<file path="config.mk">
export PLATFORM = sky130hd
export DESIGN_NAME = mi3_div_lane
export DESIGN_NICKNAME = d
export VERILOG_FILES = /design/src/design/mi3_pkg.sv /design/src/design/mi3_div_lane.sv
export SDC_FILE = /design/constraint.sdc
export NUM_CORES = 1
export LEC_CHECK = 0
export BUFFER_PORTS_ARGS = -buffer_cell sky130_fd_sc_hd__buf_2
export CAP_MARGIN = 25
export CELL_PAD_IN_SITES_DETAIL_PLACEMENT = 1
export CELL_PAD_IN_SITES_GLOBAL_PLACEMENT = 1
export CORE_ASPECT_RATIO = 1.2
export CORE_MARGIN = 1.5
export CORE_UTILIZATION = 48
export DETAILED_ROUTE_END_ITERATION = 7
export GPL_TIMING_DRIVEN = 0
export PLACE_DENSITY_LB_ADDON = 0.1
export SYNTH_ARGS = -nofsm -noshare
export SYNTH_HDL_FRONTEND = slang
export SYNTH_SLANG_ARGS = --single-unit
</file>
<file path="constraint.sdc">
create_clock -name clk -period 10.9 [get_ports clk]
set_input_delay 2.725 -clock clk [delete_from_list [all_inputs] [get_ports clk]]
set_output_delay 2.725 -clock clk [all_outputs]
set_load 0.02 [all_outputs]
</file>
<file path="src/design/mi3_pkg.sv">
// ----------------------------------------------------------------------------
// mi3_pkg
// Shared codes, control bundle and index helpers for the 3x3 matrix inverse.
// ----------------------------------------------------------------------------
package mi3_pkg;

	localparam int NUM_EL = 9;

	// matrix_order register codes
	localparam logic [1:0] ORDER_2 = 2'd2;
	localparam logic [1:0] ORDER_3 = 2'd3;

	// status field codes
	localparam logic [1:0] STAT_OK       = 2'd0;
	localparam logic [1:0] STAT_SINGULAR = 2'd1;
	localparam logic [1:0] STAT_SAT      = 2'd2;

	// divider lane control, shared by all lanes
	typedef struct packed {
		logic load;
		logic step;
		logic fin;
	} lane_ctl_t;

	typedef enum logic [3:0] {
		ST_IDLE = 4'b0001,
		ST_RUN  = 4'b0010,
		ST_FIN  = 4'b0100,
		ST_DONE = 4'b1000
	} seq_state_t;

	// output element k = (i,j) takes the cofactor of element (j,i)
	function automatic int cof_src(input int k);
		return (k % 3) * 3 + (k / 3);
	endfunction

	// output elements that carry data when the 2x2 order is active
	function automatic logic used_o2(input int k);
		return (k == 0) || (k == 1) || (k == 3) || (k == 4);
	endfunction

endpackage

</file>
<file path="src/design/mi3_div_lane.sv">
// ----------------------------------------------------------------------------
// mi3_div_lane
// Restoring divider lane: one quotient bit per cycle, rounded at the end.
// ----------------------------------------------------------------------------
module mi3_div_lane #(
	parameter int DATA_WIDTH = 32,
	parameter int FRAC_BITS  = 16,
	localparam int CW = 2 * DATA_WIDTH + 1,
	localparam int DM = 3 * DATA_WIDTH + 3,
	localparam int QB = DATA_WIDTH + 1
) (
	input  logic                clk,
	input  mi3_pkg::lane_ctl_t  ctl,
	input  logic [CW-1:0]       cmag,
	input  logic                cneg,
	input  logic [DM-1:0]       dmag,
	input  logic                dneg,
	output logic [QB:0]         qr,
	output logic                neg,
	output logic                ovf
);
	import mi3_pkg::*;

	localparam int NW   = CW + 2 * FRAC_BITS;
	localparam int NHW  = NW - QB;
	localparam int CMPW = ((NHW > DM) ? NHW : DM) + 1;

	logic [NW-1:0]   num;
	logic [CMPW-1:0] nhi_x, d_x;
	logic [DM:0]     trial, diff;
	logic            ge, rnd;

	logic [DM-1:0] rem_q;
	logic [QB-1:0] nlo_q, q_q;
	logic [QB:0]   qr_q;
	logic          neg_q, ovf_q;

	always_comb begin
		num   = {cmag, {(2*FRAC_BITS){1'b0}}};
		nhi_x = CMPW'(num[NW-1:QB]);
		d_x   = CMPW'(dmag);
		trial = {rem_q, nlo_q[QB-1]};
		diff  = trial - {1'b0, dmag};
		ge    = trial >= {1'b0, dmag};
		rnd   = {rem_q, 1'b0} >= {1'b0, dmag};
	end

	always_ff @(posedge clk) begin
		if (ctl.load) begin
			// quotient too large for QB bits: saturates regardless
			ovf_q <= nhi_x >= d_x;
			rem_q <= nhi_x[DM-1:0];
			nlo_q <= num[QB-1:0];
			q_q   <= '0;
			neg_q <= cneg ^ dneg;
		end else if (ctl.step) begin
			rem_q <= ge ? diff[DM-1:0] : trial[DM-1:0];
			q_q   <= {q_q[QB-2:0], ge};
			nlo_q <= {nlo_q[QB-2:0], 1'b0};
		end else if (ctl.fin) begin
			qr_q <= (QB+1)'(q_q) + (QB+1)'(rnd);
		end
	end

	assign qr  = qr_q;
	assign neg = neg_q;
	assign ovf = ovf_q;

endmodule

</file>
==> results of run 1 <==
## through the flow
stage	cell area, um^2	setup slack, ns	std cells	hold slack, ns	utilization [%]
6_report	18600	3.81	2736	0.507	55.8
5_1_grt	18600	3.49	2736	0.534	55.8
4_1_cts	18500	3.94	2735	0.504	55.8
3_5_place_dp	17900	3.50	2703	0.483	53.9
3_3_place_gp	17900	3.38	2700	0.465	53.8
2_1_floorplan	16300	4.70	2045	0.441	-
## sequential cells by signal, summed over array words and instances (netlist names)
name and cells:
rem_q 99, nlo_q 1, q_q 33, qr 34
ovf 1, neg 1
## per-layer routing
layer | vias to the layer above | GRT usage (%) | wire length, um
met2 | 632 | 68.3 | 32800
met5 | - | 0 | 0
met4 | 0 | 21.6 | 3960
met1 | 8588 | 44.1 | 26400
met3 | 196 | 6.41 | 4090
li1 | 7959 | - | -
## worst paths after layout
kind / startpoint / end / depth (start not counted)
worst min register to register: rem_q[98]$_SDFFE_PP0P_ / rem_q[98]$_SDFFE_PP0P_ / 1
worst max register to register: rem_q[61]$_DFFE_PP_ / qr[29]$_DFFE_PP_ / 18
worst min-delay path: rem_q[98]$_SDFFE_PP0P_ / rem_q[98]$_SDFFE_PP0P_ / 1
worst max-delay path: dmag[62] / qr[29]$_DFFE_PP_ / 20
## power breakdown
| group | internal, mW | leakage [nW] | switching, mW |
|---|---|---|---|
| Sequential | 0.721 | 1.55 | 0.0250 |
| Combinational | 0.297 | 6.18 | 0.541 |
| Clock | 0.311 | 0.291 | 0.346 |
## layout make-up
type	instances	share of cell area [%]
Buffer	107	2.66
Clock buffer	17	2.29
Clock inverter	15	0.938
Inverter	138	2.81
Multi-Input combinational cell	1631	58.7
Sequential cell	169	23.7
Tap cell	450	3.04
Timing Repair Buffer	209	5.87
## cell usage in the layout, fill, tap and decap left out, drive strengths merged, types with 8 or more instances in the layout
master,synthesis,layout
a211oi,23,23
a21boi,10,10
a21o,52,52
a21oi,232,232
a221o,8,8
a311oi,12,12
a31oi,24,24
a32oi,8,8
and2,9,9
and3,14,14
and4,9,9
buf,23,232
clkbuf,84,101
dfxtp,68,68
edfxtp,101,101
ha,165,165
inv,138,147
mux2,45,45
mux2i,39,39
nand2,188,188
nand2b,14,14
nand3,62,62
nand4,57,57
nor2,185,185
nor2b,28,28
nor3,38,38
nor4,21,21
o211ai,10,10
o21a,18,18
o21ai,118,118
o21bai,14,14
o31ai,12,12
or3,18,18
xnor2,65,65
xor2,40,40
## worst max-delay path, cell delays in order
cell and delay [ns]:
buf_2 0.07, inv_1 0.06, ha_1 0.28, clkbuf_1 0.30, nand4_1 0.27, nor4_1 0.70, nand3_1 0.14, o211a_1 0.25
nand2_1 0.13, a31oi_1 0.14, nand2_1 0.16, ha_1 0.21, nand3_1 0.22, nor3_1 0.62, nand2_1 0.12, nor2_1 0.24
and4_1 0.31, nand2_1 0.12, nor2_1 0.16, xnor2_1 0.08
## cells by family after synthesis
kind of cell    share of synthesized area [%]
simple gates                             19.3
flops                                    27.0
fa+ha+maj                                12.8
buf+inv                                  6.21
mux                                      5.50
xor+xnor                                 5.64
compound gates                           23.6
## synth_stat cells, types with 6 or more instances
| library cell | instances |
|---|---|
| a211o_1 | 6 |
| a211oi_1 | 23 |
| a21boi_0 | 10 |
| a21o_1 | 52 |
| a21oi_1 | 232 |
| a221o_1 | 8 |
| a221oi_1 | 6 |
| a311oi_1 | 12 |
| a31oi_1 | 24 |
| a32oi_1 | 8 |
| and2_1 | 9 |
| and3_1 | 14 |
| and4_1 | 9 |
| buf_4 | 7 |
| buf_6 | 8 |
| clkbuf_1 | 83 |
| dfxtp_1 | 68 |
| edfxtp_1 | 101 |
| ha_1 | 165 |
| inv_1 | 138 |
| mux2_2 | 45 |
| mux2i_1 | 39 |
| nand2_1 | 188 |
| nand2b_1 | 14 |
| nand3_1 | 62 |
| nand4_1 | 57 |
| nor2_1 | 185 |
| nor2b_1 | 28 |
| nor3_1 | 38 |
| nor4_1 | 21 |
| o2111ai_1 | 6 |
| o211ai_1 | 10 |
| o21a_1 | 18 |
| o21ai_0 | 117 |
| o21bai_1 | 14 |
| o22ai_1 | 7 |
| o31ai_1 | 12 |
| o41ai_1 | 6 |
| or3_1 | 18 |
| xnor2_1 | 65 |
| xor2_1 | 40 |
==> impl_results.md, run 1 <==
- Clock Skews: 0.0151 ns
- Reg area: 0.00439 mm^2
- R2r setup slk: 5.73 ns
- Final Hold Fails: 0
- Syn Inst Count: 2,045
- P_leak: 8.02 nW
- Ys flop type: edfxtp_1
- Area contributors post-synth: edfxtp_1 19%, ha_1 13%, dfxtp_1 8.4%
- Sink Count: 169
- Layout area overhead: 13.8%
- Syn nets: 2,381
- Largest net degree at the start of global routing: 66
- Synth Warn #: 0
- Post-synth cell types: 79
- Final HPWL DP: 52,700 um
- Achievable frequency: 141 MHz
- Post-route setup TNS: 0 ns
- Synthesized area: 0.0163 mm^2
- Core area: 0.0332 mm^2
- Post-layout nets: 2,609
- Max H-tree Level: 4
- Max Root-Sink Buffers: 2
- CTS clk-pin slew, worst paths: 0.09 ns
- Post-layout minimum cycle time: 7.09 ns
- Final setup viols: 0
- CP endpoint kind: flip-flop
- Tcrit/Tclk final: 65.0%
- Least-Margin Pin Slew: 1.13 ns
- Seq cells post-synth: 169
- Critical path class: input port to flip-flop
- Residual DRC count: 0
- CTS Hold Buffers Added: 0
- Wire per inst: 24.6 um
- Die height: 205 um
- Post-synthesis sequential area ratio: 27.0%
- Power Dens Cells: 121 mW/mm^2
- Startpoint Class: input port
- Area leader, netlist: edfxtp_1
- CTS Buf Count: 17
- Pre-antenna DRT Iters: 5
- First-pass GRT wire length: 103,000 um
- Syn Area/Cell: 7.97 um^2
- Asr flop ratio synth: 0%
- IO Port Bufs: 205
- Routed via count: 17,375
- Fill cell count: 4,210
- RSZ-0062 raised after global routing: no
- Rows: 73
- Iteration-0 DRC Markers: 1,308
- Horiz. Die Dim: 171 um
- Outcome: complete, no violations
- Routed Antenna Nets: 0
- Clock root buffer: clkbuf_16
- CTS resizes: 0
- Number of max-cap violations: 0
- Multi-input logic area: 0.0109 mm^2
- Final Wtd Congestion: 0.952
- Share of cells above drive strength 1: 14.2%
- Post-CTS Setup Inserts: 0
- Worst slew margin: 24.8%
- GRT Resource Usage Total: 38.7%
- Max-slew violation count: 0
- Post-synth EDFFs: 101
- Vias in the first global route: 18,330
- Total chip power: 2.24 mW
- CTS tree: done
- Die Area: 0.0351 mm^2
- Vias/cell: 6.35
- Arr. time, crit path: 7.32 ns
- Diode count: 0
- Initial antenna violation count: 0
- Max VDD drop: 141 uV
- Crit-path max FO: 8
- Clk_lat worst skew: 0.48 ns
- Tightest Hold Check Type: flip-flop to flip-flop
- Initial core utilization: 49.0%
- Final wirelength: 67,200 um
- GR Overflow Total: 0
- Synth top area share: 18.6%
- CP required: 11.13 ns
- Io pins: 206
No activity file was read; power rests on OpenSTA's default activity.
==> run 2: changes to the inputs <==
- ABC_AREA: default -> 1
- CORE_UTILIZATION: 48 -> 38
- clock period: 10.9 -> 6.4 ns (I/O delays scaled with it)
==> run 2 against run 1 <==
- cell area rose by 20%
- synthesized cell count rose by 66%
- sequential share of layout area fell by 3.9 points
- register-to-register slack got worse by 4.5 ns
- power rose by 140%
- clock skew rose by 0.0077 ns
- hold slack got worse by 0.030 ns
- final cell count rose by 57%
- critical path type unchanged
- critical endpoint is now qr[28]$_DFFE_PP_
- largest cell class unchanged
- highest routed layer unchanged
==> impl_results.md, run 2 <==
- Outcome: complete, no violations
- Reg2reg path depth: 22 (+4)
- Hold Crit Depth: 2 (+1)
- Final instance area: 0.0222 mm^2 (+20%)
- Area leader, netlist: nand2_1
- WL met2: 47,400 um (+45%)
- First-pass GRT wire length: 138,000 um (+34%)
- Residual DRC count: 0 (unchanged)
- Tightest Hold Check Type: flip-flop to flip-flop
- Clk_lat worst skew: 0.51 ns (+0.03 ns)
- Core area: 0.0512 mm^2 (+54%)
- Post-layout nets: 3,962 (+52%)
- Commonest cells in the netlist: 1,321 x nand2_1, 695 x inv_1, 259 x nor2_1, 213 x nand3_1, 165 x ha_1
- CTS Hold Buffers Added: 0 (unchanged)
- Worst hold slack: 0.477 ns (-0.0299 ns)
- Critical path class: input port to flip-flop
- Seq cells post-synth: 169 (unchanged)
- Vias in the first global route: 23,162 (+26%)
- GR Overflow Total: 0 (unchanged)
- Combinational share of power: 53.2% (+16 points)
- Syn nets: 3,735 (+57%)
- CTS Buf Count: 17 (unchanged)
- Fill cell count: 7,253 (+72%)
- P_leak: 12.4 nW (+54%)
- Leading cell types in the layout, fill and taps excluded: 1,321 x nand2_1, 695 x inv_1, 257 x nor2_1, 214 x buf_2, 213 x nand3_1
- Sequential power share: 25.4% (-7.9 points)
- Syn Inst Count: 3,399 (+66%)
- Share of cells above drive strength 1: 8.93% (-5.2 points)
- Post-synth cell types: 49 (-38%)
- Initial core utilization: 38.3% (-11 points)
- Final wirelength: 92,900 um (+38%)
- Worst slew margin: 25.7% (+0.88 points)
- Net Sw Power: 2.75 mW (+200%)
- Highest metal used: met4
- Routed Antenna Nets: 0 (unchanged)
- Startpoint Class: input port
- Number of max-cap violations: 0 (unchanged)
- CTS resizes: 0 (unchanged)
- GRT Resource Usage Total: 35.2% (-3.4 points)
- Max-slew violation count: 0 (unchanged)
- Power Dens Cells: 246 mW/mm^2 (+100%)
- Final HPWL DP: 81,500 um (+55%)
- Die height: 252 um (+23%)
- Io pins: 206 (unchanged)
- Clk pwr share: 21.4% (-7.9 points)
- Syn Area/Cell: 5.77 um^2 (-28%)
- Max reg flops: 99 (unchanged)
- Register with the most flip-flops: rem_q
- Area contributors post-synth: nand2_1 25%, edfxtp_1 15%, inv_1 13%
- Final Hold Fails: 0 (unchanged)
- Wire per inst: 21.6 um (-12%)
- Placed Area: 0.0215 mm^2 (+20%)
- CP endpoint kind: flip-flop
- Post-CTS Setup Inserts: 0 (unchanged)
- Horiz. Die Dim: 210 um (+23%)
- Reg2reg end: qr[28]$_DFFE_PP_
- Synthesized area: 0.0196 mm^2 (+20%)
- Sink Count: 169 (unchanged)
- Die Area: 0.0530 mm^2 (+51%)
- Synth Warn #: 0 (unchanged)
- Total chip power: 5.45 mW (+140%)
- Achievable frequency: 165 MHz
- Final Wtd Congestion: 0.996 (+4.6%)
- Arr. time, crit path: 6.28 ns (-1.04 ns)
- Final setup viols: 0 (unchanged)
- Max H-tree Level: 4 (unchanged)
- CTS clk-pin slew, worst paths: 0.09 ns (about the same)
- Vias/cell: 5.12 (-19%)
- Tcrit/Tclk final: 94.6%
- Pint: 2.70 mW (+100%)
- Least-Margin Pin Slew: 1.11 ns (-0.0224 ns)
- Asr flop ratio synth: 0% (unchanged)
- Rows: 91 (+25%)
- Crit-path max FO: 6 (-2)
- Iteration-0 DRC Markers: 1,286 (-1.7%)
- Pre-antenna DRT Iters: 5 (unchanged)
- CTS tree: done
- Multi-input logic area: 0.0123 mm^2 (+13%)
- Layout area overhead: 13.1%
- Post-synthesis sequential area ratio: 22.4% (-4.6 points)
- Commonest non-fill, non-tap cell in the layout: nand2_1
- Post-layout minimum cycle time: 6.05 ns
- Largest net degree at the start of global routing: 52 (-21%)
- Clock root buffer: clkbuf_16
- RSZ-0062 raised after global routing: no
- Diode count: 0 (unchanged)
- Met1 wire length: 36,500 um (+38%)
- Most common cell in the netlist: nand2_1
- Synth top area share: 25.3% (+6.7 points)
- CP required: 6.63 ns (-4.50 ns)
- Reg area: 0.00439 mm^2 (unchanged)
- Clock Skews: 0.0229 ns (+0.00775 ns)
- Hold path endpoint: rem_q[85]$_SDFFE_PP0P_
- HP Start: rem_q[85]$_SDFFE_PP0P_
- Ys flop type: edfxtp_1
- Worst R2R Start: rem_q[95]$_SDFFE_PP0P_
- Post-synth EDFFs: 101 (unchanged)
- IO Port Bufs: 205 (unchanged)
- Routed via count: 21,980 (+27%)
- Sw Ratio: 50.5% (+9.8 points)
- Initial antenna violation count: 1 (+1)
- R2r setup slk: 1.21 ns (-4.52 ns)
- Max Root-Sink Buffers: 2 (unchanged)
- Max VDD drop: 164 uV (+17%)
- Met3 WL post-DR: 2660 um (-35%)
[run 2: cells by family (layout without fill, tap and decap cells)]
family,count (synthesis),after routing,share of synthesized area (%)
xor+xnor,80,80,3.57
compound gates,281,281,7.97
simple gates,1932,1932,40.2
fa+ha+maj,166,166,10.6
buf+inv,771,1011,15.2
flops,169,169,22.4
[run 2: final cells by class]
class / instances / area share, %
sequential: 169 / 19.8
clock inverter: 15 / 0.976
buffer: 48 / 1.22
clock buffer: 17 / 1.92
timing repair buffer: 208 / 4.94
tap: 651 / 3.67
multi-input combinational: 2459 / 55.2
inverter: 723 / 12.2
[run 2: layer usage]
| layer | track usage, % | vias up |
|---|---|---|
| li1 | - | 10937 |
| met1 | 38.1 | 10441 |
| met2 | 65.6 | 433 |
| met3 | 3.17 | 169 |
| met4 | 22.4 | 0 |
| met5 | 0 | - |
[run 2: how the worst max path moves through the flow]
stage / from / endpoint / slack (ns)
after detailed placement: dmag[96] / qr[30]$_DFFE_PP_ / -0.15
after global routing: dmag[96] / qr[28]$_DFFE_PP_ / 0.09
after floorplan: ctl[2] / qr[0]$_DFFE_PP_ / 0.44
final: dmag[96] / qr[28]$_DFFE_PP_ / 0.35
after CTS: dmag[96] / qr[30]$_DFFE_PP_ / 0.39
after global placement: ctl[2] / qr[28]$_DFFE_PP_ / -2.46
[run 2: stage by stage]
step | worst slack, ns | utilization (%) | setup TNS, ns | std cells
CTS | 0.389 | 43.3 | 0 | 4290
floorplan | 0.440 | - | 0 | 3399
detailed placement | -0.147 | 42.1 | -0.371 | 4258
global route | 0.0903 | 43.3 | 0 | 4290
finish | 0.346 | 43.3 | 0 | 4290
global placement | -2.46 | 41.9 | -86.87 | 4255
[run 2: power by group through the flow]
stage	logic, mW	clock network (mW)	registers [mW]
3_5_place_dp	2.87	0	1.40
3_3_place_gp	2.79	0	1.40
4_1_cts	2.88	1.19	1.38
2_1_floorplan	1.80	0	1.38
6_report	2.90	1.17	1.38
5_1_grt	3.16	1.20	1.40
[run 2: critical path: stages]
cell and delay, ns:
buf_2 0.08, inv_1 0.05, ha_1 0.52, nand2_2 0.15, nor3_4 0.39, inv_2 0.06
nor3_2 0.43, nand2_2 0.19, nor2_4 0.16, nand2_1 0.07, clkinv_1 0.15, o31ai_1 0.10
nand2_1 0.22, ha_1 0.24, ha_1 0.18, nand2_1 0.10, nor3_2 0.21, inv_2 0.07
nor3_2 0.26, inv_1 0.07, nor2_1 0.20, nand3_1 0.22, nor4_1 0.40, xor2_1 0.14
==> run 3: changes to the inputs <==
--- a/config.mk
+++ b/config.mk
@@ -18,2 +18,3 @@
 export PLACE_DENSITY_LB_ADDON = 0.1
+export RECOVER_POWER = 25
 export SYNTH_ARGS = -nofsm -noshare
--- a/constraint.sdc
+++ b/constraint.sdc
@@ -3,2 +3,2 @@
 set_output_delay 1.6 -clock clk [all_outputs]
-set_load 0.02 [all_outputs]
+set_load 0.1 [all_outputs]
==> run 3 against run 2 <==
- the run now ends with capacitance limit, slew limit left
- power rose by 0.57%
- utilization fell by 0.17 points
- global-route usage did not move
- non-clock buffer count did not move
- critical path type unchanged
- clock power barely moved
- die area did not move
- critical path depth did not move
- wire length barely moved
- sequential power barely moved
- first-iteration DRC count rose by 0.86%
- clock-buffer cell count did not move
==> impl_results.md, run 3 (synthesis gave the netlist of run 2 again) <==
- Outcome: finished with violations
- Failing checks: capacitance limit, slew limit
- GRT Resource Usage Total: 35.2% (unchanged)
- Fin util: 43.1% (-0.17 points)
- Final wirelength: 92,800 um (about the same)
- Worst-path cell chain: buf_2, inv_1, ha_1, nand2_2, nor3_4, inv_2, nor3_2, nand2_2, nor2_4, nand2_1, clkinv_1, o31ai_1, nand2_1, ha_1, ha_1, nand2_1, nor3_2, inv_2, nor3_2, inv_1, nor2_1, nand3_1, nor4_1, xor2_1
- Vias in the first global route: 23,162 (unchanged)
- IO Port Bufs: 205 (unchanged)
- Clock Skews: 0.0212 ns (-0.00168 ns)
- CTS Hold Buffers Added: 0 (unchanged)
- Die Area: 0.0530 mm^2 (unchanged)
- CTS Buf Count: 17 (unchanged)
- CTS clk-pin slew, worst paths: 0.08 ns (about the same)
- Least-Margin Pin Slew: 1.53 ns (+0.422 ns)
- Max H-tree Level: 4 (unchanged)
- Inst Count DP: 4,258 (unchanged)
- Die height: 252 um (unchanged)
- Multi-input logic area: 0.0123 mm^2 (about the same)
- Post-CTS Setup Inserts: 0 (unchanged)
- Final setup viols: 0 (unchanged)
- Leading cell types in the layout, fill and taps excluded: 1,321 x nand2_1, 696 x inv_1, 258 x nor2_1, 213 x nand3_1, 177 x buf_2
- Final Hold Fails: 0 (unchanged)
- Number of max-cap violations: 2 (+2)
- Diode count: 0 (unchanged)
- Final Wtd Congestion: 0.996 (unchanged)
- Non-Filler Instances: 4,290 (unchanged)
- Reg area: 0.00439 mm^2 (unchanged)
- Largest net degree at the start of global routing: 52 (unchanged)
- Horiz. Die Dim: 210 um (unchanged)
- CTS resizes: 0 (unchanged)
- Worst Slack Setup Final: 0.344 ns (-0.00179 ns)
- Crit path largest cell delay: 0.52 ns (about the same)
- Critical path class: input port to flip-flop
- Residual DRC count: 0 (unchanged)
- Crit-path max FO: 6 (unchanged)
- Share of cells above drive strength 1: 7.80% (-1.1 points)
- Rows: 91 (unchanged)
- Wire per inst: 21.6 um (about the same)
- Total chip power: 5.48 mW (+0.57%)
- Max VDD drop: 164 uV (about the same)
- DP Worst Slack: -0.147 ns (unchanged)
- Iteration-0 DRC Markers: 1,297 (+0.86%)
- RSZ-0062 raised after global routing: no
- Achievable frequency: 165 MHz (about the same)
- First-pass GRT wire length: 138,000 um (unchanged)
- Max reg flops: 99 (unchanged)
- Fill cell count: 7,276 (+0.32%)
- Tightest Hold Check Type: flip-flop to flip-flop
- Worst slew margin: -1.82% (-28 points)
- Startpoint Class: input port
- Worst hold slack: 0.476 ns (-0.00130 ns)
- Initial antenna violation count: 1 (unchanged)
- Post-layout minimum cycle time: 6.06 ns (+0.00179 ns)
- GR Overflow Total: 0 (unchanged)
- CP endpoint kind: flip-flop
- Commonest non-fill, non-tap cell in the layout: nand2_1
- CTS tree: done
- Post-layout nets: 3,962 (unchanged)
- Clk_lat worst skew: 0.51 ns (about the same)
- Vias/cell: 5.13 (about the same)
- Final HPWL DP: 81,500 um (unchanged)
- Placed Area: 0.0215 mm^2 (unchanged)
- Post-route setup TNS: 0 ns (unchanged)
- Final instance area: 0.0221 mm^2 (-0.39%)
- Register with the most flip-flops: rem_q
- Initial core utilization: 38.3% (unchanged)
- Core area: 0.0512 mm^2 (unchanged)
- Arr. time, crit path: 6.28 ns (about the same)
- CP required: 6.63 ns (about the same)
- Io pins: 206 (unchanged)
- Power Dens Cells: 248 mW/mm^2 (+0.96%)
- Sink Count: 169 (unchanged)
- Crit path max-delay cell type: ha_1
- Max-slew violation count: 77 (+77)
- Layout area overhead: 12.7%
- Routed Antenna Nets: 0 (unchanged)
- Tcrit/Tclk final: 94.6% (about the same)
- Max Root-Sink Buffers: 2 (unchanged)
- Routed via count: 21,991 (+0.050%)
- Clock root buffer: clkbuf_16
- Pre-antenna DRT Iters: 5 (unchanged)
- P_leak: 12.2 nW (-0.99%)
[run 3: cell count changes in the layout (fill, tap and decap cells not counted)]
cell      change
buf_16        -1
buf_2        -37
clkbuf_1     +40
buf_8         -1
clkbuf_2      +1
nor2_2        -1
nor2_1        +1
inv_1         +1
buf_1         -1
clkbuf_4      -1
inv_2         -1
[run 3: cell type report]
type | instances | area share (%)
Multi-Input combinational cell | 2459 | 55.4
Sequential cell | 169 | 19.9
Inverter | 723 | 12.3
Timing Repair Buffer | 208 | 4.60
Tap cell | 651 | 3.69
Clock buffer | 17 | 1.92
Buffer | 48 | 1.21
Clock inverter | 15 | 0.979
[run 3: layer usage]
layer / up-vias / track usage, % / routed length, um
met1: 10405 / 38.1 / 36200
met2: 471 / 65.6 / 47300
li1: 10940 / - / -
met3: 175 / 3.17 / 2850
met5: - / 0 / 0
met4: 0 / 22.4 / 6410
[run 3: final timing paths]
| path | start | to | slack [ns] | cells after the start |
|---|---|---|---|---|
| setup reg to reg | rem_q[95]$_SDFFE_PP0P_ | qr[28]$_DFFE_PP_ | 1.21 | 22 |
| hold reg to reg | rem_q[84]$_SDFFE_PP0P_ | rem_q[84]$_SDFFE_PP0P_ | 0.48 | 2 |
| setup / recovery | dmag[96] | qr[28]$_DFFE_PP_ | 0.34 | 24 |
| hold / removal | rem_q[84]$_SDFFE_PP0P_ | rem_q[84]$_SDFFE_PP0P_ | 0.48 | 2 |
[run 3: where the power goes]
| group | leakage (nW) | switching, mW | internal, mW |
|---|---|---|---|
| Clock | 0.305 | 0.621 | 0.542 |
| Sequential | 1.57 | 0.0867 | 1.30 |
| Combinational | 10.4 | 2.08 | 0.856 |
[run 3: critical path, delay by kind of cell]
kind,cells,cell delay (ns)
AOI/OAI and AO/OA,1,0.10
buffers and inverters,6,0.48
xor gates and xnor gates,1,0.14
adders and majority gates,3,0.94
and+or+nand+nor,13,2.98
